<file path="src/design/atc_pkg.sv">
package atc_pkg;

    localparam int WINDOW_DEF       = 8;
    localparam int CORDIC_STEPS_DEF = 16;
    localparam int TAB_LEN          = 24;
    localparam int ISQ_W            = 64;
    localparam logic [31:0] ANG_QUARTER = 32'h4000_0000;

    typedef enum logic {
        F_IDLE,
        F_UPD
    } front_state_t;

    typedef enum logic [2:0] {
        B_IDLE,
        B_SQ,
        B_SUM,
        B_ROOT,
        B_TILT,
        B_DONE
    } back_state_t;

    function automatic logic [31:0] step_angle(input logic [4:0] idx);
        logic [31:0] a;
        case (idx)
            5'd0:    a = 32'h20000000;
            5'd1:    a = 32'h12E4051E;
            5'd2:    a = 32'h09FB385B;
            5'd3:    a = 32'h051111D4;
            5'd4:    a = 32'h028B0D43;
            5'd5:    a = 32'h0145D7E1;
            5'd6:    a = 32'h00A2F61E;
            5'd7:    a = 32'h00517C55;
            5'd8:    a = 32'h0028BE53;
            5'd9:    a = 32'h00145F2F;
            5'd10:   a = 32'h000A2F98;
            5'd11:   a = 32'h000517CC;
            5'd12:   a = 32'h00028BE6;
            5'd13:   a = 32'h000145F3;
            5'd14:   a = 32'h0000A2F9;
            5'd15:   a = 32'h0000517C;
            5'd16:   a = 32'h000028BE;
            5'd17:   a = 32'h0000145F;
            5'd18:   a = 32'h00000A2F;
            5'd19:   a = 32'h00000517;
            5'd20:   a = 32'h0000028B;
            5'd21:   a = 32'h00000145;
            5'd22:   a = 32'h000000A2;
            5'd23:   a = 32'h00000051;
            default: a = 32'h00000000;
        endcase
        return a;
    endfunction

endpackage

</file>
<file path="src/design/atc_front.sv">
module atc_front #(
    parameter int WINDOW = atc_pkg::WINDOW_DEF,
    parameter int SUM_W  = 16 + $clog2(WINDOW)
) (
    input  logic               aclk,
    input  logic               aresetn,
    input  logic               s_valid,
    output logic               s_ready,
    input  logic signed [15:0] s_accel_x,
    input  logic signed [15:0] s_accel_y,
    input  logic signed [15:0] s_accel_z,
    output logic               push,
    input  logic               full,
    output logic [3*SUM_W-1:0] push_data
);
    localparam int WPW = (WINDOW > 1) ? $clog2(WINDOW) : 1;

    atc_pkg::front_state_t state_reg, state_next;
    logic [47:0]       mem [WINDOW];
    logic [47:0]       rd_reg;
    logic [47:0]       smp_reg;
    logic [WPW-1:0]    wp_reg, wp_next;
    logic              wrap_reg, wrap_next;
    logic signed [SUM_W-1:0] sx_reg, sy_reg, sz_reg, sx_next, sy_next, sz_next;
    logic signed [SUM_W-1:0] ox, oy, oz;
    logic              accept;

    assign s_ready = (state_reg == atc_pkg::F_IDLE);
    assign accept  = s_valid && s_ready;

    always_ff @(posedge aclk) begin
        if (accept) begin
            rd_reg  <= mem[wp_reg];
            smp_reg <= {s_accel_x, s_accel_y, s_accel_z};
        end
        if (push) begin
            mem[wp_reg] <= smp_reg;
        end
    end

    always_comb begin
        state_next = state_reg;
        wp_next    = wp_reg;
        wrap_next  = wrap_reg;
        sx_next    = sx_reg;
        sy_next    = sy_reg;
        sz_next    = sz_reg;
        push       = 1'b0;
        ox = wrap_reg ? SUM_W'($signed(rd_reg[47:32])) : '0;
        oy = wrap_reg ? SUM_W'($signed(rd_reg[31:16])) : '0;
        oz = wrap_reg ? SUM_W'($signed(rd_reg[15:0]))  : '0;
        case (state_reg)
            atc_pkg::F_IDLE: begin
                if (accept) begin
                    state_next = atc_pkg::F_UPD;
                end
            end
            atc_pkg::F_UPD: begin
                if (!full) begin
                    push    = 1'b1;
                    sx_next = sx_reg + SUM_W'($signed(smp_reg[47:32])) - ox;
                    sy_next = sy_reg + SUM_W'($signed(smp_reg[31:16])) - oy;
                    sz_next = sz_reg + SUM_W'($signed(smp_reg[15:0]))  - oz;
                    if (wp_reg == WPW'(WINDOW - 1)) begin
                        wp_next   = '0;
                        wrap_next = 1'b1;
                    end else begin
                        wp_next = wp_reg + 1'b1;
                    end
                    state_next = atc_pkg::F_IDLE;
                end
            end
            default: state_next = atc_pkg::F_IDLE;
        endcase
    end

    assign push_data = {sx_next, sy_next, sz_next};

    always_ff @(posedge aclk) begin
        if (!aresetn) begin
            state_reg <= atc_pkg::F_IDLE;
            wp_reg    <= '0;
            wrap_reg  <= 1'b0;
            sx_reg    <= '0;
            sy_reg    <= '0;
            sz_reg    <= '0;
        end else begin
            state_reg <= state_next;
            wp_reg    <= wp_next;
            wrap_reg  <= wrap_next;
            sx_reg    <= sx_next;
            sy_reg    <= sy_next;
            sz_reg    <= sz_next;
        end
    end
endmodule

</file>
<file path="config.mk">
export PLATFORM = sky130hd
export DESIGN_NAME = atc_front
export DESIGN_NICKNAME = d
export VERILOG_FILES = /design/src/design/atc_pkg.sv /design/src/design/atc_front.sv
export SDC_FILE = /design/constraint.sdc
export NUM_CORES = 1
export LEC_CHECK = 0
export ABC_AREA = 0
export BUFFER_PORTS_ARGS = -buffer_cell sky130_fd_sc_hd__clkbuf_2
export CAP_MARGIN = 20
export CORE_MARGIN = 2
export CORE_UTILIZATION = 51
export CTS_CLUSTER_SIZE = 25
export DETAILED_ROUTE_END_ITERATION = 10
export GPL_TIMING_DRIVEN = 0
export PLACE_DENSITY = 0.75
export SLEW_MARGIN = 20
export SYNTH_ARGS = -nofsm -noshare
export SYNTH_HDL_FRONTEND = slang
export SYNTH_SLANG_ARGS = --single-unit
</file>
<file path="constraint.sdc">
create_clock -name aclk -period 8.7 [get_ports aclk]
set_input_delay 0.435 -clock aclk [delete_from_list [all_inputs] [get_ports aclk]]
set_output_delay 0.435 -clock aclk [all_outputs]
set_load 0.03 [all_outputs]
</file>
---- Yosys cells after proc, flatten, opt, wreduce, memory -nomap -nowiden ----
Memory sizes are Yosys's and may differ from the RTL's. A register that Yosys moved wholly into a read port is not among the register bits.
Index checks and enable logic that the tools add are counted.
word-level totals
  flip-flop bits (word level) ............. 110
  RAM bits ................................ 384
  input bits .............................. 52
  memories ................................ 1
operators by class
  $add $sub $neg .......................... 7
  equality and inequality tests ........... 1
  mux-type cells .......................... 17
  bitwise gates (word level) .............. 2
  reductions and logical operators ........ 3
memories
  name  words  bits a word  read ports  clocked after memory_dff  wr ports  line             RTL
  mem   8      48           1           1                         1         atc_front.sv:19  logic [47:0] mem [WINDOW];
operator list
  cell                                                            count
  19-bit two-way mux                                              9
  19-bit by 16-bit adder with 19-bit output                       3
  19-bit subtractor                                               3
  1-bit two-way mux                                               6
  3-bit by 1-bit adder with 3-bit output (second input constant)  1
  3-bit == test (second input constant)                           1
  3-bit two-way mux                                               1
  3-bit AND reduction                                             1
  1-bit NOT                                                       2
  1-bit one-hot mux with 2 select lines                           1
  2-bit AND reduction                                             1
  1-bit logical AND                                               1

---- Longest topological paths before layout ----
  depth after elaboration ................. 4
  gate-level depth with buffers ........... 14
  depth with buffers taken out ............ 12

---- Worst setup path after synthesis ----
No wires, ideal clock.
  path type ............................... in2reg
  start ................................... input port full
  end ..................................... memory mem[0][0], enable pin
  library setup time ...................... 573 ps
  arrival ................................. 5703 ps
  data required time ...................... 8127 ps
  slack ................................... 2425 ps
  cell stages on the path ................. 5
  path buffers ............................ 3
  cells stage by stage .................... nand2b_1 -> clkbuf_1 -> clkbuf_1 -> clkbuf_1 -> nor4_1
on the way
  word-level cells in the longest chain between the ends .. 4
RTL lines
  element                                  line             RTL
  start, declared                          atc_front.sv:13  input logic full,
  1-bit two-way mux                        atc_front.sv:59  if (!full) begin
  1-bit two-way mux                        atc_front.sv:52  case (state_reg)
  1-bit two-way mux                        atc_front.sv:36  if (push) begin
  1-bit two-way mux (implied by the code)  atc_front.sv:37  mem[wp_reg] <= smp_reg;
  end, declared                            atc_front.sv:19
Every way passes these cells.

---- Worst setup path in the final report ----
  start ................................... register wrap_reg
  end ..................................... output port push_data[56]
on the way
  word-level cells in the longest chain between the ends .. 4
RTL lines
  element                 line             RTL
  start, declared         atc_front.sv:23  logic wrap_reg, wrap_next;
  start signal, assigned  atc_front.sv:90  wrap_reg <= wrap_next;
  19-bit two-way mux      atc_front.sv:49  ox = wrap_reg ? SUM_W'($signed(rd_reg[47:32])) : '0;
  19-bit subtractor       atc_front.sv:61  sx_next = sx_reg + SUM_W'($signed(smp_reg[47:32])) - ox;
  19-bit two-way mux      atc_front.sv:59
  19-bit two-way mux      atc_front.sv:52
  end, declared           atc_front.sv:14  output logic [3*SUM_W-1:0] push_data
Every way passes these cells.

==> impl_metrics.toml <==
[run_status]
status = "finished clean"

[clocking]
numCtsBuffers = 54
clock-sinks = 542
clkSlewWorstSetupHoldPaths_ps = 60
cts_root_buf = "clkbuf_16"
insertion_delay_ps = 620
cts_tree = "yes"
cts_max_level = 2
post_cts_resized = 0
clock_path_buffers = 3
post-cts-setup-buffers = 0

[global_routing]
overflow = 0
track_usage_pct = 23.36
grt_pass1_wl_um = 87700
grt_max_degree = 25
antenna_found_initial = 2
grt_pass1_vias = 15070

[flow_run]
cap_violations = 0

[timing]
fin_skew_ps = 25.45
rsz0062_at_grt = "false"
final-setup-viol-count = 0
relSlewSlack_pct = 32.31
finalHoldViolations = 0
finalCritPeriodShare_pct = 65.18
fmax_mhz = 176.3
finalMaxSlewViolations = 0
worst_slew_pin_slew_ps = 1015
period_needed_ps = 5671

[yosys]
ys_ff_latch = 542
syn_area_um2 = 24730
synth_top_area_cell = "edfxtp_1"
synth_top_area_share_pct = 58.29
synth_edf_count = 480
synth_fp_nets = 1829
yosysWarnings = 0
synth.avg_cell_area_um2 = 14.89
synth_common_cells = "480 x edfxtp_1, 221 x inv_1, 96 x mux4_2"
synthTopCellsByArea = "edfxtp_1 58%, mux4_2 8.7%, dfxtp_1 5.0%"
yosysMostFrequentCell = "edfxtp_1"
syn_inst = 1661
synth-seq-area-share_pct = 63.31
async_reset_ff_share_pct = 0
ys_types = 67
synth_ff_type = "edfxtp_1"

[finish]
final_cells = 2579
layout.area.seq_um2 = 15660
nets = 2086
syn_to_final_growth_pct = 16.47
design_area_um2 = 28800
largest_register_ffs = 384
nFillCells = 3544
fin_util_pct = 60.19
multi_input_area_um2 = 8024
drive_above_1_share_pct = 21.80

[drt]
via_per_inst = 5.645
drt-total-wl_um = 57170
vias = 14560
antenna_left = 0
wire_per_inst_um = 22.17
firstDrtPassIters = 5
drtIter0Drc = 1383
drc_errors = 0

[critical_path]
startpoint = "wrap_reg"
critPathSlowestCell = "clkbuf_1"
crit_type = "reg2out"
cpPeakStageDelay_ps = 550
critPathLaunchType = "register"
arrival_ps = 5240
worst-path-max-fanout = 10
path_cells = "clkbuf_1 > clkbuf_1 > and2_1 > fa_1 > inv_1 > ha_1 > buf_2 > a21oi_1 > o21ai_0 > a21oi_1 > a31oi_1 > or3_1 > a21oi_2 > xor2_1 > clkbuf_2"
endpoint_kind = "output pin"
r2r_start = "wrap_reg"
worstPathRequired_ps = 8270

[pwr]
power_mw = 6.088
cellPowerDensity_nw_per_um2 = 211.4
ir_worst_vdd_mv = 0.1409
p_leak_nw = 10.70

[worst_hold_path]
hp-class = "in2reg"
hold_start = "s_accel_x[14]"

[floorplanning]
ios = 111
rows = 80
start_util_pct = 51.68
dieArea_um2 = 50260
fp.dieW_um = 224.2
coreArea_um2 = 47850
die_y_um = 224.2

[placed_design]
dp_cells = 2435
portBuffers = 109
placed_cell_area_um2 = 26650
dp_hpwl_um = 39920
gp_congestion = 0.8834
## critical path: cells and delay by family, from the launching register on
kind,cells,cell delay (ps)
AO/OA/AOI/OAI,5,1000
buffers and inverters,5,1540
AND/OR/NAND/NOR,2,620
flip-flops,1,470
XOR/XNOR,1,340
adder cells (fa/ha/maj),2,630
## worst paths after layout
path,end,slack (ps),depth (start not counted)
worst max-delay path,push_data[56],3030,15
worst min-delay path,smp_reg[46],40,1
worst max register to register,sx_reg[17],4240,13
worst min register to register,sx_reg[12],470,2
## placed cells by master (no fill, tap or decap), types with 54 or more instances in the layout
| cell type | Yosys | final |
|---|---|---|
| mux4_2 | 96 | 96 |
| clkbuf_16 | 0 | 54 |
| dfxtp_1 | 62 | 62 |
| fa_1 | 54 | 54 |
| inv_1 | 221 | 221 |
| o21ai_0 | 62 | 62 |
| a21oi_1 | 63 | 63 |
| clkbuf_2 | 2 | 111 |
| ha_1 | 62 | 62 |
| edfxtp_1 | 480 | 480 |
| nand2_1 | 93 | 93 |
| and2_1 | 92 | 92 |
## through the flow
stage	hold slack, ps	TNS [ps]	setup WS [ps]
global route	13.63	0	2801
global placement	462.3	-285380	-3348
floorplan	454.2	0	2425
finish	38.42	0	3029
CTS	7.134	0	3056
detailed placement	468.6	0	3764
## cell type report
cell class	count	share of cell area (%)
inverter	221	2.880
multi-input combinational	830	27.86
tap	615	2.672
buffer	68	0.9602
clock buffer	69	5.061
clock inverter	32	0.9384
sequential	542	54.36
timing repair buffer	201	5.257
antenna	1	0.008689
## what timing repair did
item | 4_1_cts | 5_1_grt
endpoints found under the setup margin | 0 | 0
endpoints found under the hold margin | 42 | 0
hold buffers | 42 | 0
## routing by layer
layer	track usage, %	part of all wire, %	vias to the layer above
met5	0	0	-
met4	7.733	3.3	0
met3	3.751	6.9	113
met2	39.33	49	543
met1	31.29	41	7349
li1	-	-	6554
## cell families after synthesis
group / synth area share, %
flip-flops: 63.31
buffers and inverters: 4.468
XOR/XNOR: 1.417
adder cells (fa/ha/maj): 7.509
multiplexers: 11.44
AO/OA/AOI/OAI: 5.844
AND/OR/NAND/NOR: 6.011
## power by group
part           leakage, nW  internal, mW  switching, mW
clock                0.845          1.28          0.994
sequential            4.88          2.90         0.0478
combinational         4.97         0.335          0.532
total                 10.7          4.51           1.57
No activity file was read; power rests on OpenSTA's default activity.
