--- src/design/atc_fifo.sv ---
module atc_fifo #(
    parameter int DW = 57
) (
    input  logic          aclk,
    input  logic          aresetn,
    input  logic          push,
    input  logic [DW-1:0] push_data,
    output logic          full,
    input  logic          pop,
    output logic          empty,
    output logic [DW-1:0] pop_data
);
    logic [DW-1:0] q_reg [2];
    logic          wr_reg, rd_reg;
    logic [1:0]    cnt_reg;

    assign full     = (cnt_reg == 2'd2);
    assign empty    = (cnt_reg == 2'd0);
    assign pop_data = q_reg[rd_reg];

    always_ff @(posedge aclk) begin
        if (push && !full) begin
            q_reg[wr_reg] <= push_data;
        end
    end

    always_ff @(posedge aclk) begin
        if (!aresetn) begin
            wr_reg  <= 1'b0;
            rd_reg  <= 1'b0;
            cnt_reg <= 2'd0;
        end else begin
            if (push && !full) begin
                wr_reg <= ~wr_reg;
            end
            if (pop && !empty) begin
                rd_reg <= ~rd_reg;
            end
            cnt_reg <= cnt_reg + 2'((push && !full) ? 1 : 0) - 2'((pop && !empty) ? 1 : 0);
        end
    end

    a_no_overflow: assert property (@(posedge aclk) disable iff (!aresetn)
        !(push && full)) else $error("push into full queue");
    a_no_underflow: assert property (@(posedge aclk) disable iff (!aresetn)
        !(pop && empty)) else $error("pop from empty queue");
    a_cnt_range: assert property (@(posedge aclk) disable iff (!aresetn)
        cnt_reg != 2'd3) else $error("queue count out of range");
    a_ptr_match: assert property (@(posedge aclk) disable iff (!aresetn)
        (cnt_reg == 2'd0 || cnt_reg == 2'd2) |-> (wr_reg == rd_reg))
        else $error("queue pointers disagree with count");
endmodule

--- config.mk ---
export PLATFORM = sky130hd
export DESIGN_NAME = atc_fifo
export DESIGN_NICKNAME = d
export VERILOG_FILES = /design/src/design/atc_fifo.sv
export SDC_FILE = /design/constraint.sdc
export NUM_CORES = 1
export LEC_CHECK = 0
export BUFFER_PORTS_ARGS = -buffer_cell sky130_fd_sc_hd__buf_2
export CELL_PAD_IN_SITES_DETAIL_PLACEMENT = 2
export CELL_PAD_IN_SITES_GLOBAL_PLACEMENT = 2
export CORE_MARGIN = 5
export CORE_UTILIZATION = 34
export CTS_CLUSTER_SIZE = 20
export DETAILED_ROUTE_END_ITERATION = 10
export PLACE_DENSITY = 0.84
export SYNTH_ARGS = -nofsm -noshare
export SYNTH_HDL_FRONTEND = slang
export SYNTH_SLANG_ARGS = --single-unit
--- constraint.sdc ---
create_clock -name aclk -period 3.45 [get_ports aclk]
set_input_delay 0 -clock aclk [delete_from_list [all_inputs] [get_ports aclk]]
set_output_delay 0 -clock aclk [all_outputs]
set_load 0.1 [all_outputs]
# After elaboration in Yosys (flattened, before gate mapping)
# Memories as Yosys holds them, arrays and structs flattened. A register that Yosys moved wholly into a read port is not among the register bits.
# Index checks and enable logic that the tools add are counted.
dict set report op_classes {
  n_addsub 2
  eq_ne 1
  muxes 6
  n_bitwise 2
  reduce_logical 5
}
# op n
set op_table {}
lappend op_table {{$mux W1} 6}
lappend op_table {{$add A2 B1 Y2} 1}
lappend op_table {{$eq A2 B2 Y1 const B} 1}
lappend op_table {{$logic_and A1 B1 Y1} 2}
lappend op_table {{$logic_not A1 Y1} 2}
lappend op_table {{$logic_not A2 Y1} 1}
lappend op_table {{$not A1 Y1} 2}
lappend op_table {{$sub A2 B1 Y2} 1}
dict set report totals {
  ff_bits 4
  ramBits 114
  input_bits 61
  output_inout_bits 59
  word_cells 20
  mem_count 1
}
# name words width read_ports rd_clocked_by_memory_dff write_ports line_no
set mem_list {}
lappend mem_list {q_reg 2 57 1 1 1 13} ;# logic [DW-1:0] q_reg [2];

# Longest topological paths before layout
# Gate-level depths: netlist of run 1.
dict set report depth {
  depth_word 6
  ltp_mapped 8
  ltp_nobuf 8
}

# Least setup slack after synthesis of run 1
# No wires, ideal clock.
dict set report synth_timing {
  path_type {register to register}
  from {reg cnt_reg[0]}
  to {mem q_reg[0][0] (enable)}
  setup_time_ns 0.472
  t_arrival_ns 2.976
  required_time_ns 2.978
  setup_slack_ns 0.002
  path_stages_with_launch 4
  n_path_buf 0
  period_less_slack_ns 3.448
  path_cell_list {dfxtp_1 nand2b_1 nand2_1 nor2_1}
}
dict set report synth_via {
  elab_chain_len 5
}
# element line_no
set synth_lines {}
lappend synth_lines {{from (decl)} 15} ;# logic [1:0] cnt_reg;
lappend synth_lines {{from (signal assigned)} 39} ;# cnt_reg <= cnt_reg + 2'((push && !full) ? 1 : 0) - 2'((pop && !empty) ? 1 : 0);
lappend synth_lines {{$eq A2 B2 Y1} 17} ;# assign full = (cnt_reg == 2'd2);
lappend synth_lines {{$logic_not A1 Y1} 22} ;# if (push && !full) begin
lappend synth_lines {{$logic_and A1 B1 Y1} 22}
lappend synth_lines {{$mux W1} 22}
lappend synth_lines {{$mux W1 (implied by the code)} 23} ;# q_reg[wr_reg] <= push_data;
lappend synth_lines {{to (decl)} 13}
# Every way passes these cells.

==> metrics, run 1 <==
Worst Setup Start Kind=register; routed length per instance=roughly 19 um; status=complete, no violations; hold path depth=3; Ys Warns=0; slew margin rel.=0.337; final wirelength=10,800 um; Die W=125 um; Core Area=around 13,000 um2; endpoints failing setup=0; layout cell share with drive strength beyond 1=0.494; crit share post-route=0.636; Final nets=457; Final Cell Area=6320 um2; Leak=~2.5 nW; final slew viol count=0; Cell Area, Synth=4470 um2; worst clock skew=9.84 ps; Register Area=between 3000 and 4000 um2; global-route usage over all layers=0.145; Pwr Density=928 nW/um2; final setup TNS=0 ps; sequential area share after synthesis=0.789; DR vias/cell=between 4 and 5; Hold EP=wr_reg$_SDFFE_PN0P_; Final Util=0.495; vias in the first global route=about 3,000; critical path arrival=around 2200 ps; IO Count=120; clock root cell=clkbuf_16; R2R setup slack=1330 ps; crit path max-delay cell type=dfxtp_4; drt drc=0; initial core utilization=0.350; crit-path cells=mux2_2 > buf_2; max frequency=0.456 GHz; Reg-to-Reg End=q_reg[0][14]$_DFFE_PP_; Hold Crit Start=push; mean area per synthesized cell=22.1 um2; die area=15,500 um2; dpl hpwl=6170 um; Worst-Margin Slew=994 ps; Pre-Repair DR Iteration Count=4; Fillers=1,172; input/output buffers=119; worst min path class=in -> reg; CTS tree=done; footprint of the multi-input gates=891 um2; Max-Cap Viols=0; WHS=~27 ps; DP Worst Slack=1320 ps; clock sink count=119; Longest Clk Path Bufs=2; total power=5.86 mW; Fin. Hold Viols=0; Slowest Stage Delay on Critical Path=930 ps; DR iter-0 viols=~150; clk slew on worst S/H paths=50 ps; max reg flops=between 100 and 150; largest net degree at the start of global routing=58; crit path kind=reg -> out; CTS buffer count=17; DR vias=2,530; Reg2Reg Depth=4; Setup crit end kind=primary output; Synth Register Bits=about 120; row count=41; Worst VDD drop=553 uV; RePlAce Congestion=0.683; postcts setup bufs=0; Worst path depth=2; final setup margin=1260 ps; placed cell area=around 5300 um2; Post-Layout Cell Count=577; Final min period=2190 ps; initial antenna violation count=0; first-pass GRT wire length=17,000 um; CP Buf/Inv Count=1; gr ovfl total=0; Worst EP required=3450 ps; H-tree depth=4; area grow syn2layout=41.5%; placed cell count=489; RSZ-0062 raised after global routing=false; Die H=~120 um; clk_lat worst skew=400 ps; CP max FO=57; delay-heaviest family, CP=flip-flops; Critical R2R Launch=cnt_reg[0]$_SDFF_PN0_; Cell variety after synth=17; Routed Antenna Nets=0; Post-Syn Instances=202; ANT cells=0; syn nets=roughly 270
==> timing repair <==
item	CTS	global route
hold buffers	58	0
resized for setup	0	0
hold endpoints to repair	119	0
==> cells in the final DEF (no fill, tap or decap), drive strengths merged <==
| cell | count |
|---|---|
| edfxtp | 114 |
| clkbuf | 20 |
| dlygate4sd3 | 58 |
| nor2b | 2 |
| and2 | 2 |
| ha | 2 |
| xnor2 | 3 |
| mux2 | 57 |
| clkinv | 10 |
| buf | 121 |
| nor2 | 2 |
| o21a | 1 |
| nand2 | 2 |
| dfxtp | 5 |
| mux2i | 1 |
| inv | 2 |
| nand2b | 2 |
| and3 | 1 |
==> synth_stat cells (all sizes together) <==
library cell | instances | area, um2
xnor2 | 3 | 26.3
dfxtp | 5 | 100
nor2 | 2 | 7.51
and2 | 2 | 12.5
mux2 | 57 | 754
and3 | 1 | 6.26
nand2b | 2 | 12.5
nand2 | 2 | 7.51
ha | 2 | 25.0
o21a | 1 | 7.51
inv | 2 | 7.51
buf | 6 | 55.1
nor2b | 2 | 12.5
mux2i | 1 | 10.0
edfxtp | 114 | 3420
==> kinds of logic after synthesis <==
group                      share of synthesized area
AOI/OAI and AO/OA                            0.00168
xor gates and xnor gates                     0.00588
adders and majority gates                    0.00560
buffers and inverters                         0.0140
DFF                                            0.789
muxes                                          0.171
and+or+nand+nor                               0.0132
==> power breakdown <==
group	internal [mW]	leakage, nW	switching (mW)
sequential	1.82	1.11	0.167
clock	0.881	0.233	0.553
combinational	0.540	1.11	1.90
total	3.25	2.45	2.62
==> tightest hold or removal path, delay by kind of cell <==
kind / cells / cell delay [ps]
buffers and inverters: 1 / 110
muxes: 1 / 100
and+or+nand+nor: 1 / 160
==> worst max-delay path by stage <==
stage                             to  slack [ps]
6_report                pop_data[15]        1260
5_1_grt                 pop_data[15]        1140
4_1_cts                 pop_data[56]        1220
3_5_place_dp   q_reg[0][8]$_DFFE_PP_        1320
3_3_place_gp   q_reg[0][7]$_DFFE_PP_        1440
2_1_floorplan  q_reg[0][0]$_DFFE_PP_           2
==> metal layers <==
layer | share of wire | track usage
met2 | 0.56 | 0.265
met1 | 0.39 | 0.153
met3 | 0.047 | 0.0570
met5 | 0 | 0
met4 | 0.0082 | 0.0419
==> area by class of cell <==
cell class / instances / share of cell area
clock buffers: 20 / 0.0691
repair buffers: 179 / 0.190
multi-input cells: 75 / 0.141
clock inverters: 10 / 0.00633
flip-flops and latches: 119 / 0.558
well taps: 172 / 0.0340
inverters: 2 / 0.00119
(Power assumes the default switching activity.)
==> run 2: changes to the inputs <==
Settings changed: CORE_UTILIZATION 34 to 38, PLACE_DENSITY 0.84 to 0.89.
Clock period 3.45 ns to 2.1 ns, I/O delays scaled along.
==> run 2 against run 1 <==
Via count is 0.79% lower. Global-route usage increased by 1.4 points. Highest routed layer unchanged. Worst setup slack worse by 920 ps. Register-to-register slack lost 960 ps. Clock power increased by 100%. Sequential share of layout area is 1.1 points lower. Largest power group unchanged.
==> metrics, run 2 (synthesis gave the netlist of run 1 again) <==
status=complete, no violations (unchanged); Pwr Density=1580 nW/um2 (was 928 nW/um2); Hold Crit Start=push (unchanged); DR vias=2,510 (was 2,530); Reg-to-Reg End=cnt_reg[1]$_SDFF_PN0_ (was q_reg[0][14]$_DFFE_PP_); Final min period=1760 ps; clock sink count=119 (unchanged); H-tree depth=4 (unchanged); Slowest Stage Delay on Critical Path=380 ps (was 930 ps); final setup margin=336 ps (was 1260 ps); RePlAce Congestion=0.663 (was 0.683); R2R setup slack=370 ps (was 1330 ps); input/output buffers=119 (unchanged); clk_lat worst skew=400 ps (about the same); DR vias/cell=4.55 (was 4.38); Worst Setup Start Kind=register (unchanged); CTS buffer count=17 (unchanged); routed length per instance=19.3 um (was 18.7 um); final slew viol count=0 (unchanged); critical path arrival=1760 ps (was 2190 ps); DP Worst Slack=362 ps (was 1320 ps); CP Buf/Inv Count=2 (was 1); crit-path cells=buf_4 > mux2_2 > buf_2 (was mux2_2 > buf_2); Worst-Margin Slew=509 ps (was 994 ps); row count=39 (was 41); IO Count=120 (unchanged); gr ovfl total=0 (unchanged); first-pass GRT wire length=17,000 um (about the same); CP max FO=20 (was 57); clk slew on worst S/H paths=50 ps (about the same); Setup crit end kind=primary output (unchanged); Reg2Reg Depth=8 (was 4); DR iter-0 viols=118 (was 149); most frequent cells in the layout=buf_2, edfxtp_1, dlygate4sd3_1 (unchanged); final wirelength=10,700 um (was 10,800 um); Longest Clk Path Bufs=2 (unchanged); Worst VDD drop=945 uV (was 553 uV); final setup TNS=0 ps (unchanged); Die W=118 um (was 125 um); most common cell after layout, fill and taps aside=buf_2 (unchanged); Worst EP required=2100 ps (was 3450 ps); Pre-Repair DR Iteration Count=4 (unchanged); dpl hpwl=6650 um (was 6170 um); crit path max-delay cell type=mux2_2 (was dfxtp_4); Max-Cap Viols=0 (unchanged); layout cell share with drive strength beyond 1=0.513 (was 0.494); Critical R2R Launch=cnt_reg[0]$_SDFF_PN0_ (unchanged); global-route usage over all layers=0.158 (was 0.145); Final Util=0.562 (was 0.495); max reg flops=114 (unchanged); hold path depth=3 (unchanged); Core Area=11,500 um2 (was 12,800 um2); Hold EP=wr_reg$_SDFFE_PN0P_ (unchanged); drt drc=0 (unchanged); WHS=36.0 ps (was 27.5 ps); largest net degree at the start of global routing=58 (unchanged); Routed Antenna Nets=0 (unchanged); max frequency=0.567 GHz; Fin. Hold Viols=0 (unchanged); delay-heaviest family, CP=buffers and inverters (was flip-flops); RSZ-0062 raised after global routing=false (unchanged); ANT cells=0 (unchanged); endpoints failing setup=0 (unchanged); slew margin rel.=0.663 (was 0.337); area grow syn2layout=44.3% (was 41.5%); worst clock skew=11.2 ps (was 9.84 ps); CTS tree=done (unchanged); crit share post-route=0.840; crit path kind=reg -> out (unchanged); worst min path class=in -> reg (unchanged); die area=14,000 um2 (was 15,500 um2); initial antenna violation count=0 (unchanged); initial core utilization=0.390 (was 0.350); Leak=2.53 nW (was 2.45 nW); clock root cell=clkbuf_16 (unchanged); vias in the first global route=2,991 (was 2,959); Final nets=460 (was 457); Die H=118 um (was 125 um)
run 2: worst max-delay path by stage:
| stage | to | cells after the start | slack [ps] |
|---|---|---|---|
| floorplan | q_reg[0][0]$_DFFE_PP_ | 3 | 220 |
| global placement | cnt_reg[1]$_SDFF_PN0_ | 8 | 470 |
| detailed placement | cnt_reg[1]$_SDFF_PN0_ | 8 | 360 |
| CTS | pop_data[12] | 3 | 290 |
| global route | cnt_reg[1]$_SDFF_PN0_ | 8 | 240 |
| finish | pop_data[3] | 3 | 340 |
run 2: power by group:
group,internal [mW],total [mW],switching [mW]
Combinational,0.919,4.20,3.28
Sequential,2.99,3.10,0.110
Clock,1.95,2.90,0.943
run 2: routing by layer:
metal,global-route usage,vias to the layer above,part of all wire
li1,-,1181,-
met1,0.172,1241,0.39
met2,0.289,77,0.56
met3,0.0540,11,0.049
met4,0.0503,0,0.0085
met5,0,-,0
run 2: per-stage QoR:
| stage | cell area [um2] | total power, mW | cells |
|---|---|---|---|
| floorplan | 4480 | 6.66 | 202 |
| global placement | 5280 | 7.20 | 463 |
| detailed placement | 5280 | 7.29 | 463 |
| CTS | 6450 | 10.3 | 552 |
| global route | 6450 | 10.6 | 552 |
| finish | 6450 | 10.2 | 552 |
run 2: worst reg2reg max path, stage by stage (launching register included):
cell	delay, ps
dfxtp_1	370
nand2b_1	160
nand2_1	160
ha_1	320
inv_1	40
ha_1	180
xnor2_1	130
xnor2_1	120
and2_1	150
run 2: cell type report:
cell class / count / area [um2]
tap: 143 / 179
multi-input combinational: 75 / 891
clock buffer: 19 / 433
timing repair buffer: 182 / 1250
clock inverter: 12 / 159
fill: 969 / 5020
sequential: 119 / 3530
inverter: 2 / 7.51
run 2: what timing repair did:
item	in CTS	in global routing
hold buffers	58	0
buffers inserted	0	0
gates resized for setup	0	0
endpoints found under the hold margin	119	0
