File: config.mk
export PLATFORM = sky130hd
export DESIGN_NAME = atc_back
export DESIGN_NICKNAME = d
export VERILOG_FILES = /design/src/design/atc_pkg.sv /design/src/design/atc_cordic.sv /design/src/design/atc_back.sv
export SDC_FILE = /design/constraint.sdc
export NUM_CORES = 2
export LEC_CHECK = 0
export ABC_AREA = 1
export ABC_CLOCK_PERIOD_IN_PS = 33700
export BUFFER_PORTS_ARGS = -buffer_cell sky130_fd_sc_hd__buf_2
export CAP_MARGIN = 20
export CORE_ASPECT_RATIO = 0.75
export CORE_MARGIN = 5
export CORE_UTILIZATION = 55
export DETAILED_ROUTE_END_ITERATION = 8
export GPL_ROUTABILITY_DRIVEN = 1
export PLACE_DENSITY = 0.68
export RECOVER_POWER = 50
export SLEW_MARGIN = 25
export SYNTH_ARGS = -nofsm -noshare
export SYNTH_HDL_FRONTEND = slang
export SYNTH_SLANG_ARGS = --single-unit
File: constraint.sdc
create_clock -name aclk -period 33.7 [get_ports aclk]
set_clock_uncertainty 0.2 [all_clocks]
set_input_delay 1.685 -clock aclk [delete_from_list [all_inputs] [get_ports aclk]]
set_output_delay 1.685 -clock aclk [all_outputs]
set_load 0.03 [all_outputs]
File: src/design/atc_pkg.sv
package atc_pkg;

    localparam int WINDOW_DEF       = 8;
    localparam int CORDIC_STEPS_DEF = 16;
    localparam int TAB_LEN          = 24;
    localparam int ISQ_W            = 64;
    localparam logic [31:0] ANG_QUARTER = 32'h4000_0000;

    typedef enum logic {
        F_IDLE,
        F_UPD
    } front_state_t;

    typedef enum logic [2:0] {
        B_IDLE,
        B_SQ,
        B_SUM,
        B_ROOT,
        B_TILT,
        B_DONE
    } back_state_t;

    function automatic logic [31:0] step_angle(input logic [4:0] idx);
        logic [31:0] a;
        case (idx)
            5'd0:    a = 32'h20000000;
            5'd1:    a = 32'h12E4051E;
            5'd2:    a = 32'h09FB385B;
            5'd3:    a = 32'h051111D4;
            5'd4:    a = 32'h028B0D43;
            5'd5:    a = 32'h0145D7E1;
            5'd6:    a = 32'h00A2F61E;
            5'd7:    a = 32'h00517C55;
            5'd8:    a = 32'h0028BE53;
            5'd9:    a = 32'h00145F2F;
            5'd10:   a = 32'h000A2F98;
            5'd11:   a = 32'h000517CC;
            5'd12:   a = 32'h00028BE6;
            5'd13:   a = 32'h000145F3;
            5'd14:   a = 32'h0000A2F9;
            5'd15:   a = 32'h0000517C;
            5'd16:   a = 32'h000028BE;
            5'd17:   a = 32'h0000145F;
            5'd18:   a = 32'h00000A2F;
            5'd19:   a = 32'h00000517;
            5'd20:   a = 32'h0000028B;
            5'd21:   a = 32'h00000145;
            5'd22:   a = 32'h000000A2;
            5'd23:   a = 32'h00000051;
            default: a = 32'h00000000;
        endcase
        return a;
    endfunction

endpackage

File: src/design/atc_cordic.sv
module atc_cordic #(
    parameter int CW    = 35,
    parameter int STEPS = atc_pkg::CORDIC_STEPS_DEF
) (
    input  logic                 aclk,
    input  logic                 aresetn,
    input  logic                 start,
    input  logic signed [CW-1:0] y_in,
    input  logic signed [CW-1:0] x_in,
    output logic                 busy,
    output logic [15:0]          angle
);
    localparam int NSTEP = (STEPS > atc_pkg::TAB_LEN) ? atc_pkg::TAB_LEN : STEPS;
    localparam int IW    = $clog2(NSTEP);

    logic signed [CW-1:0] x_reg, x_next, y_reg, y_next, dx, dy;
    logic [31:0]          acc_reg, acc_next, rnd;
    logic [IW-1:0]        idx_reg, idx_next;
    logic                 run_reg, run_next, zero_reg, zero_next;

    always_comb begin
        x_next    = x_reg;
        y_next    = y_reg;
        acc_next  = acc_reg;
        idx_next  = idx_reg;
        run_next  = run_reg;
        zero_next = zero_reg;
        dx = x_reg >>> idx_reg;
        dy = y_reg >>> idx_reg;
        if (start) begin
            zero_next = (x_in == '0) && (y_in == '0);
            run_next  = 1'b1;
            idx_next  = '0;
            if (x_in < 0) begin
                if (y_in >= 0) begin
                    x_next   = y_in;
                    y_next   = -x_in;
                    acc_next = atc_pkg::ANG_QUARTER;
                end else begin
                    x_next   = -y_in;
                    y_next   = x_in;
                    acc_next = -atc_pkg::ANG_QUARTER;
                end
            end else begin
                x_next   = x_in;
                y_next   = y_in;
                acc_next = '0;
            end
        end else if (run_reg) begin
            if (y_reg >= 0) begin
                x_next   = x_reg + dy;
                y_next   = y_reg - dx;
                acc_next = acc_reg + atc_pkg::step_angle(5'(idx_reg));
            end else begin
                x_next   = x_reg - dy;
                y_next   = y_reg + dx;
                acc_next = acc_reg - atc_pkg::step_angle(5'(idx_reg));
            end
            if (idx_reg == IW'(NSTEP - 1)) begin
                run_next = 1'b0;
            end else begin
                idx_next = idx_reg + 1'b1;
            end
        end
    end

    assign busy  = run_reg;
    assign rnd   = acc_reg + 32'h0000_8000;
    assign angle = zero_reg ? 16'd0 : rnd[31:16];

    always_ff @(posedge aclk) begin
        x_reg    <= x_next;
        y_reg    <= y_next;
        acc_reg  <= acc_next;
        idx_reg  <= idx_next;
        zero_reg <= zero_next;
    end

    always_ff @(posedge aclk) begin
        if (!aresetn) begin
            run_reg <= 1'b0;
        end else begin
            run_reg <= run_next;
        end
    end
endmodule

File: src/design/atc_back.sv
module atc_back #(
    parameter int WINDOW       = atc_pkg::WINDOW_DEF,
    parameter int CORDIC_STEPS = atc_pkg::CORDIC_STEPS_DEF,
    parameter int SUM_W        = 16 + $clog2(WINDOW)
) (
    input  logic               aclk,
    input  logic               aresetn,
    input  logic               empty,
    output logic               pop,
    input  logic [3*SUM_W-1:0] pop_data,
    output logic               m_valid,
    input  logic               m_ready,
    output logic signed [15:0] m_mean_x,
    output logic signed [15:0] m_mean_y,
    output logic signed [15:0] m_mean_z,
    output logic signed [15:0] m_tilt_x,
    output logic signed [15:0] m_tilt_y,
    output logic [7:0]         m_servo_x,
    output logic [7:0]         m_servo_y
);
    localparam int CW = SUM_W + 11;
    localparam int MK = SUM_W + $clog2(WINDOW);
    localparam logic [MK:0] MR = (MK + 1)'(((64'd1 << MK) + 64'(WINDOW) - 64'd1) / 64'(WINDOW));
    localparam int PW = SUM_W + MK + 1;
    localparam int QW = 2 * SUM_W;

    atc_pkg::back_state_t state_reg, state_next;
    logic signed [SUM_W-1:0] sx_reg, sy_reg, sz_reg;
    logic [QW-1:0]           sqy_reg, sqz_reg;
    logic [15:0]             mx_reg, my_reg, mz_reg;
    logic [atc_pkg::ISQ_W-1:0] n_reg, n_next, res_reg, res_next, one, trial;
    logic [4:0]              bit_reg, bit_next;
    logic                    start_a, start_b, busy_a, busy_b;
    logic [15:0]             ang_a, ang_b, tx;
    logic signed [CW-1:0]    ya, xa, yb, xb;
    logic signed [25:0]      num_x, num_y;
    logic [7:0]              srv_x, srv_y;
    logic                    load_out;
    logic                    m_valid_reg;
    logic [15:0]             omx_reg, omy_reg, omz_reg, otx_reg, oty_reg;
    logic [7:0]              osx_reg, osy_reg;

    function automatic logic [15:0] mean16(input logic signed [SUM_W-1:0] s);
        logic [SUM_W-1:0] m;
        logic [PW-1:0]    p;
        logic [15:0]      q;
        m = (s < 0) ? SUM_W'(-s) : SUM_W'(s);
        m = m + SUM_W'(WINDOW / 2);
        p = PW'(m) * PW'(MR);
        q = 16'(p >> MK);
        return (s < 0) ? 16'(-q) : q;
    endfunction

    function automatic logic [7:0] servo(input logic signed [25:0] num);
        logic signed [25:0] q;
        logic [7:0]         r;
        q = num >>> 15;
        if (num < 0) begin
            r = 8'd0;
        end else if (q > 26'sd180) begin
            r = 8'd180;
        end else begin
            r = 8'(q);
        end
        return r;
    endfunction

    assign ya = CW'(sy_reg) <<< 8;
    assign xa = CW'(sz_reg) <<< 8;
    assign yb = CW'(sx_reg) <<< 8;
    assign xb = CW'($signed({1'b0, res_reg[CW-2:0]}));

    atc_cordic #(.CW(CW), .STEPS(CORDIC_STEPS)) u_cordic_a (
        .aclk(aclk), .aresetn(aresetn), .start(start_a),
        .y_in(ya), .x_in(xa), .busy(busy_a), .angle(ang_a)
    );

    atc_cordic #(.CW(CW), .STEPS(CORDIC_STEPS)) u_cordic_b (
        .aclk(aclk), .aresetn(aresetn), .start(start_b),
        .y_in(yb), .x_in(xb), .busy(busy_b), .angle(ang_b)
    );

    assign one   = atc_pkg::ISQ_W'(1) << {bit_reg, 1'b0};
    assign trial = res_reg + one;
    assign tx    = 16'd0 - ang_a;
    assign num_x = 26'($signed(tx)) * 26'sd180 + 26'sd2949120;
    assign num_y = 26'($signed(ang_b)) * 26'sd360 + 26'sd5898240;
    assign srv_x = servo(num_x);
    assign srv_y = servo(num_y);

    always_comb begin
        state_next = state_reg;
        n_next     = n_reg;
        res_next   = res_reg;
        bit_next   = bit_reg;
        pop        = 1'b0;
        start_a    = 1'b0;
        start_b    = 1'b0;
        load_out   = 1'b0;
        case (state_reg)
            atc_pkg::B_IDLE: begin
                if (!empty) begin
                    pop        = 1'b1;
                    state_next = atc_pkg::B_SQ;
                end
            end
            atc_pkg::B_SQ: begin
                start_a    = 1'b1;
                state_next = atc_pkg::B_SUM;
            end
            atc_pkg::B_SUM: begin
                n_next     = atc_pkg::ISQ_W'({sqy_reg + sqz_reg, 16'd0});
                res_next   = '0;
                bit_next   = 5'd31;
                state_next = atc_pkg::B_ROOT;
            end
            atc_pkg::B_ROOT: begin
                if (n_reg >= trial) begin
                    n_next   = n_reg - trial;
                    res_next = (res_reg >> 1) + one;
                end else begin
                    res_next = res_reg >> 1;
                end
                if (bit_reg == 5'd0) begin
                    state_next = atc_pkg::B_TILT;
                end else begin
                    bit_next = bit_reg - 1'b1;
                end
            end
            atc_pkg::B_TILT: begin
                start_b    = 1'b1;
                state_next = atc_pkg::B_DONE;
            end
            atc_pkg::B_DONE: begin
                if (!busy_a && !busy_b && (!m_valid_reg || m_ready)) begin
                    load_out   = 1'b1;
                    state_next = atc_pkg::B_IDLE;
                end
            end
            default: state_next = atc_pkg::B_IDLE;
        endcase
    end

    always_ff @(posedge aclk) begin
        if (pop) begin
            sx_reg <= pop_data[3*SUM_W-1:2*SUM_W];
            sy_reg <= pop_data[2*SUM_W-1:SUM_W];
            sz_reg <= pop_data[SUM_W-1:0];
        end
        if (state_reg == atc_pkg::B_SQ) begin
            sqy_reg <= QW'(sy_reg * sy_reg);
            sqz_reg <= QW'(sz_reg * sz_reg);
            mx_reg  <= mean16(sx_reg);
            my_reg  <= mean16(sy_reg);
            mz_reg  <= mean16(sz_reg);
        end
        n_reg   <= n_next;
        res_reg <= res_next;
        bit_reg <= bit_next;
        if (load_out) begin
            omx_reg <= mx_reg;
            omy_reg <= my_reg;
            omz_reg <= mz_reg;
            otx_reg <= tx;
            oty_reg <= ang_b;
            osx_reg <= srv_x;
            osy_reg <= srv_y;
        end
    end

    always_ff @(posedge aclk) begin
        if (!aresetn) begin
            state_reg   <= atc_pkg::B_IDLE;
            m_valid_reg <= 1'b0;
        end else begin
            state_reg <= state_next;
            if (load_out) begin
                m_valid_reg <= 1'b1;
            end else if (m_ready) begin
                m_valid_reg <= 1'b0;
            end
        end
    end

    assign m_valid   = m_valid_reg;
    assign m_mean_x  = omx_reg;
    assign m_mean_y  = omy_reg;
    assign m_mean_z  = omz_reg;
    assign m_tilt_x  = otx_reg;
    assign m_tilt_y  = oty_reg;
    assign m_servo_x = osx_reg;
    assign m_servo_y = osy_reg;

    a_load_free: assert property (@(posedge aclk) disable iff (!aresetn)
        load_out |-> (!m_valid_reg || m_ready)) else $error("result overwritten");
    a_cordic_idle: assert property (@(posedge aclk) disable iff (!aresetn)
        load_out |-> (!busy_a && !busy_b)) else $error("angle taken while busy");
    a_pop_idle: assert property (@(posedge aclk) disable iff (!aresetn)
        pop |-> (state_reg == atc_pkg::B_IDLE)) else $error("pop while busy");
endmodule

# Word-level counts from Yosys, hierarchy flattened
# Memory sizes are Yosys's and may differ from the RTL's. A register that Yosys moved wholly into a read port is not among the register bits.
# Index checks and enable logic that the tools add are counted.
# Widths: inputs -> output; s select.
dict set report classes {
  n_addsub 37
  n_mul 4
  order_cmp 14
  n_eq_ne 12
  n_shift 5
  n_mux 84
  n_bitwise 2
  n_reduce_logical 25
}
# operator n
set op_table {}
lappend op_table {{$mux 32} 22}
lappend op_table {{$mux 30} 20}
lappend op_table {{$pmux 64 s2} 2}
lappend op_table {{$mux 64} 2}
lappend op_table {{$add 30x30->30} 4}
lappend op_table {{$logic_not 30->1} 4}
lappend op_table {{$sshr 30x4->30} 4}
lappend op_table {{$sub 30x30->30} 4}
lappend op_table {{$neg 27->30} 3}
lappend op_table {{$mux 16} 5}
lappend op_table {{$mul 19x19->38} 2}
lappend op_table {{$add 32x16->32 const B} 2}
lappend op_table {{$add 32x32->32} 2}
lappend op_table {{$add 63x64->64} 1}
lappend op_table {{$add 64x64->64} 1}
lappend op_table {{$ge 64x64->1} 1}
lappend op_table {{$shl 1x6->64 const A} 1}
lappend op_table {{$sub 32x32->32} 2}
lappend op_table {{$sub 64x64->64} 1}
lappend op_table {{$ge 30x1->1 const B} 2}
lappend op_table {{$add 19x3->19 const B} 3}
lappend op_table {{$lt 19x1->1 const B} 3}
lappend op_table {{$mux 19} 3}
lappend op_table {{$neg 19->19} 3}
lappend op_table {{other kinds (36)} 86}
dict set report totals {
  ff_bits 610
  rom_bits 1920
  inputBits 61
  out_inout_bits 98
  mem_count 4
}
# memory words width read_ports rd_ports_with_merged_regs wr line
set memory_table {}
lappend memory_table {{(no name shown)} 16 30 1 1 0 atc_pkg.sv:25} ;# case (idx)
lappend memory_table {{(no name shown)} 16 30 1 1 0 atc_pkg.sv:25}
lappend memory_table {{(no name shown)} 16 30 1 1 0 atc_pkg.sv:25}
lappend memory_table {{(no name shown)} 16 30 1 1 0 atc_pkg.sv:25}

# Longest topological paths before layout
dict set report depth {
  word_depth 8
  mapped_depth 39
  mapped_depth_nobuf 39
}

# By module
# Synthesis repeated with hierarchy kept, for this count alone.
dict set report hier_totals {
  hier_cells 12863
  hier_area_um2 93907.6
}
# mod instances cells_per_inst area_each_um2 seq_area_each_um2
set modules_own_cells {}
lappend modules_own_cells {atc_back 1 7382 59729.8 12331.8}
lappend modules_own_cells {{atc_cordic (u_cordic_a)} 1 2754 17187.7 3493.4}
lappend modules_own_cells {{atc_cordic (u_cordic_b)} 1 2727 16990.0 3493.4}

# Worst setup path before layout
# Ideal clock, no wire load.
dict set report synth_timing {
  kind {input-to-reg}
  startpoint {in m_ready}
  endpoint {reg omx_reg[0] (netlist: m_mean_x[0]), enable pin}
  t_arrival_ns 10.957
  required_ns 32.711
  path_slack_ns 21.753
  stages 4
  path_cell_list {nor2_1 nor2_1 nand2_1 nor4_1}
}
dict set report synth_via {
  elab_chain_len 4
}
# element line
set synth_rtl {}
lappend synth_rtl {{start, declared} atc_back.sv:12} ;# input logic m_ready,
lappend synth_rtl {{$logic_or 1x1->1} atc_back.sv:135} ;# if (!busy_a && !busy_b && (!m_valid_reg || m_ready)) begin
lappend synth_rtl {{$logic_and 1x1->1} atc_back.sv:135}
lappend synth_rtl {{$mux 1} atc_back.sv:135}
lappend synth_rtl {{$mux 1} atc_back.sv:100} ;# case (state_reg)
lappend synth_rtl {{via load_out} atc_back.sv:38} ;# logic load_out;
lappend synth_rtl {{end signal, assigned} atc_back.sv:161} ;# omx_reg <= mx_reg;
lappend synth_rtl {{end, declared} atc_back.sv:40} ;# logic [15:0] omx_reg, omy_reg, omz_reg, otx_reg, oty_reg;
# The timed path passes the listed nets, and every way through them passes these cells.
# A chain may end at the register's enable or synchronous reset.

# Worst setup path in the final report
dict set report layout_timing {
  startpoint {reg u_cordic_b.idx_reg[0]}
  endpoint {reg u_cordic_b.x_reg[28], data pin}
}
dict set report layout_via {
  elab_chain_len 5
  word_cells_on_any_way 6
  cone_classes {add/sub (2); shift (1); mux (3)}
}
# element line
set layout_rtl {}
lappend layout_rtl {{start, declared} atc_cordic.sv:18} ;# logic [IW-1:0] idx_reg, idx_next;
lappend layout_rtl {{start signal, assigned} atc_cordic.sv:75} ;# idx_reg <= idx_next;
lappend layout_rtl {{$sshr 30x4->30 *} atc_cordic.sv:29} ;# dy = y_reg >>> idx_reg;
lappend layout_rtl {{$sub 30x30->30 or $add 30x30->30 (tied branches)} {atc_cordic.sv:55, atc_cordic.sv:51}}
lappend layout_rtl {{$mux 30 *} atc_cordic.sv:50} ;# if (y_reg >= 0) begin
lappend layout_rtl {{$mux 30 *} atc_cordic.sv:49} ;# end else if (run_reg) begin
lappend layout_rtl {{$mux 30 *} atc_cordic.sv:30} ;# if (start) begin
lappend layout_rtl {{via u_cordic_b.x_next[28]} atc_cordic.sv:16} ;# logic signed [CW-1:0] x_reg, x_next, y_reg, y_next, dx, dy;
lappend layout_rtl {{end signal, assigned} atc_cordic.sv:72} ;# x_reg <= x_next;
lappend layout_rtl {{end, declared} atc_cordic.sv:16}
# Mark *: on every way through the listed nets, which the timed path passes. The rest lies on a longest branch. The select of a mux whose other input is x is not followed.

==> impl_results.md <==
- Status: finished, violations left
- Failing checks: max-capacitance violations, max-slew violations
- Global route hottest layer: met1
- Skew-Pair Late Insertion Delay: 0.72 ns
- Hpwl dp: 217000 um
- Yosys cell types: 79
- TritonCTS clock tree: done
- Actual slew at the worst max-slew pin: 3.99 ns
- Layout cells sized above 1: 0.0349
- Fillcell total: 15.1k
- Synth area leaders: edfxtp_1 20%, fa_1 17%, nand2_1 11%, ha_1 10%, inv_1 9.1%
- RSZ-0062 raised after global routing: false
- Largest area contributor in the netlist: edfxtp_1
- Num CTS Buffers: 80
- Die W: 472 um
- First-pass GRT wire length: 419000 um
- Post CTS Setup Buffer Count: 0
- Worst min path class: reg -> reg
- Grt met3 use: 0.0668
- Synth Flop Type: edfxtp_1
- # resized after CTS: 0
- TritonRoute pass-1 iters: 6
- Finish-stage setup viols: 0
- Pins Over Slew Limit: 1091
- PortBufs: 158
- Syn_nets: 13.2k
- Clock transition at the registers of the reported paths: 0.07 ns
- CP max-delay cell: clkbuf_1
- Core Region: 160000 sq um
- Area growth from synthesis to layout: 5.92%
- Seq/Total Area, Yosys: 0.219
- Met2 global-route usage: 0.456
- Max H-tree Level: 3
- Critical Path Max Stage Delay: 1.98 ns
- Async S/R FF share, synth: 0
- Nets: 13.2k
- Initial Utilization: 0.552
- Synthesized area: 88100 sq um
- #FFs+latches synth: 668
- Critical path fanouts, max: 75
- Final WL: 268000 um
- IO Pins: 159
- CTS max path bufs: 3
- Gr ovfl total: 0
- Bufs and invs on worst path: 4
- # rows: 127
- Final Hold Viols: 0
- Slew headroom: -1.66
- CTS Root Buffer Type: clkbuf_16
- Synth top area share: 0.203
- Routability Congestion: 1.03
- Global Route met1 Usage: 0.480
- Dpl ws: 25.63 ns
- Most used cell, CP: nand2_1
- Syn Area/Cell: 7.54 sq um
- Max_cap viols: 23
- Final worst slack: 23.74 ns
- Routed vias: 78.6k
- Synth Instances: 11.7k
- Wire length per cell: 19.3 um
- Via density: 5.66
- Routed Antenna Nets: 0
- F_max: 100 MHz
- DP Cell Count: 13.7k
- Hold-fix buffers, CTS: 0
- Final TNS setup: 0 ns
- WP data required: 33.84 ns
- Min Tclk post-route: 9.96 ns
- Setup CP Type: reg -> reg
- Final worst-path cycle share: 0.296
- Vias in the first global route: 74.3k
- CP top delay family: buffers and inverters
- DRC: 0
- Clk sinks: 668
- Initial antenna violation count: 5
- Yosys warning count: 0
- DR iter-0 viols: 8170
- Final Non-Filler Cells: 13.9k
- Height of the die: 357 um
- Critical Path End Type: register
- Post-synth EDFFs: 594
- Full die area: 168000 sq um
- Gr usage total: 0.313
- Startpoint Class: register
- Largest net degree at the start of global routing: 77
- CP Data Arrival Time: 10.11 ns
[routing by layer]
metal / vias up / wire [um]
li1: 37900 / -
met1: 37300 / 126000
met2: 3052 / 110000
met3: 340 / 25700
met4: 6 / 6200
met5: - / 28
[worst register-to-register path: cells and delay by family, from the launching register on]
kind            cells  cell delay (ns)
flops               1             0.31
simple gates       18             2.58
buf+inv             4             3.69
fa+ha+maj           1             0.34
compound gates     10             2.50
[cells in the mapped netlist (13+ instances only)]
cell	n
a21boi_1	17
or2_2	30
a221oi_1	19
nand3_1	400
nor3_1	120
nand4_1	131
nand2_1	2487
nand3_2	14
a21boi_0	30
a21oi_1	796
inv_2	33
a31oi_1	87
buf_2	40
o211ai_1	36
nor2_2	21
ha_1	733
a211oi_1	16
o21a_1	57
a21o_1	25
o21ai_0	781
nor2_1	904
fa_1	737
buf_1	63
nor4_1	62
nand2_2	26
edfxtp_1	594
clkbuf_1	178
xnor2_1	207
nand3b_1	25
inv_1	2127
o22ai_1	20
mux2i_1	45
xor2_1	317
o31ai_1	32
o221ai_1	13
o21bai_1	39
o21ai_1	182
dfxtp_1	74
[through the flow]
step | area (sq um) | hold WS [ns] | util
3_5_place_dp | 90900 | 0.206 | 0.570
3_3_place_gp | 90800 | 0.203 | 0.569
4_1_cts | 93600 | 0.223 | 0.587
6_report | 93300 | 0.222 | 0.585
2_1_floorplan | 88100 | 0.200 | -
5_1_grt | 93300 | 0.229 | 0.585
[worst paths after layout]
check	startpoint	end	slack, ns	cells past startpoint
worst max-delay path	u_cordic_b.idx_reg[0]	u_cordic_b.x_reg[28]	23.74	33
worst min-delay path	mz_reg[13]	m_mean_z[13]	0.22	0
worst max register to register	u_cordic_b.idx_reg[0]	u_cordic_b.x_reg[28]	23.74	33
worst min register to register	mz_reg[13]	m_mean_z[13]	0.22	0
[final cells by class]
| cell class | instances | area [sq um] | share of cell area |
|---|---|---|---|
| repair buffers | 232 | 1140 | 0.0122 |
| clock buffers | 99 | 2190 | 0.0234 |
| inverters | 2170 | 8150 | 0.0874 |
| diodes | 1 | 2.50 | 0.0000268 |
| clock inverters | 48 | 532 | 0.00570 |
| multi-input cells | 8545 | 59300 | 0.635 |
| well taps | 2128 | 2660 | 0.0285 |
| flip-flops and latches | 668 | 19300 | 0.207 |
[placed cells by master, fill, tap and decap left out, types with 39 or more instances in the layout]
| cell type | Yosys | routed |
|---|---|---|
| a21oi_1 | 796 | 796 |
| a31oi_1 | 87 | 87 |
| buf_4 | 12 | 52 |
| clkbuf_1 | 178 | 152 |
| clkbuf_16 | 0 | 83 |
| dfxtp_1 | 74 | 70 |
| edfxtp_1 | 594 | 594 |
| fa_1 | 737 | 737 |
| ha_1 | 733 | 733 |
| inv_1 | 2127 | 2130 |
| mux2i_1 | 45 | 45 |
| nand2_1 | 2487 | 2486 |
| nand3_1 | 400 | 403 |
| nand4_1 | 131 | 131 |
| nor2_1 | 904 | 908 |
| nor3_1 | 120 | 121 |
| nor4_1 | 62 | 61 |
| o21a_1 | 57 | 57 |
| o21ai_0 | 781 | 780 |
| o21ai_1 | 182 | 183 |
| o21bai_1 | 39 | 39 |
| xnor2_1 | 207 | 207 |
| xor2_1 | 317 | 317 |
[kinds of logic (layout without fill, tap and decap cells)]
| logic type | after synthesis | in the layout | share of synthesized area |
|---|---|---|---|
| buffers and inverters | 2471 | 2549 | 0.107 |
| muxes | 46 | 46 | 0.00527 |
| DFF | 668 | 668 | 0.219 |
| and+or+nand+nor | 4281 | 4281 | 0.203 |
| xor gates and xnor gates | 536 | 536 | 0.0544 |
| AOI/OAI and AO/OA | 2212 | 2212 | 0.139 |
| other | 0 | 1 | 0 |
| adders and majority gates | 1470 | 1470 | 0.272 |
Power is left out: the tool's default activity adds up to more than one toggle a clock period on the data nets, which glitch-free logic cannot reach.
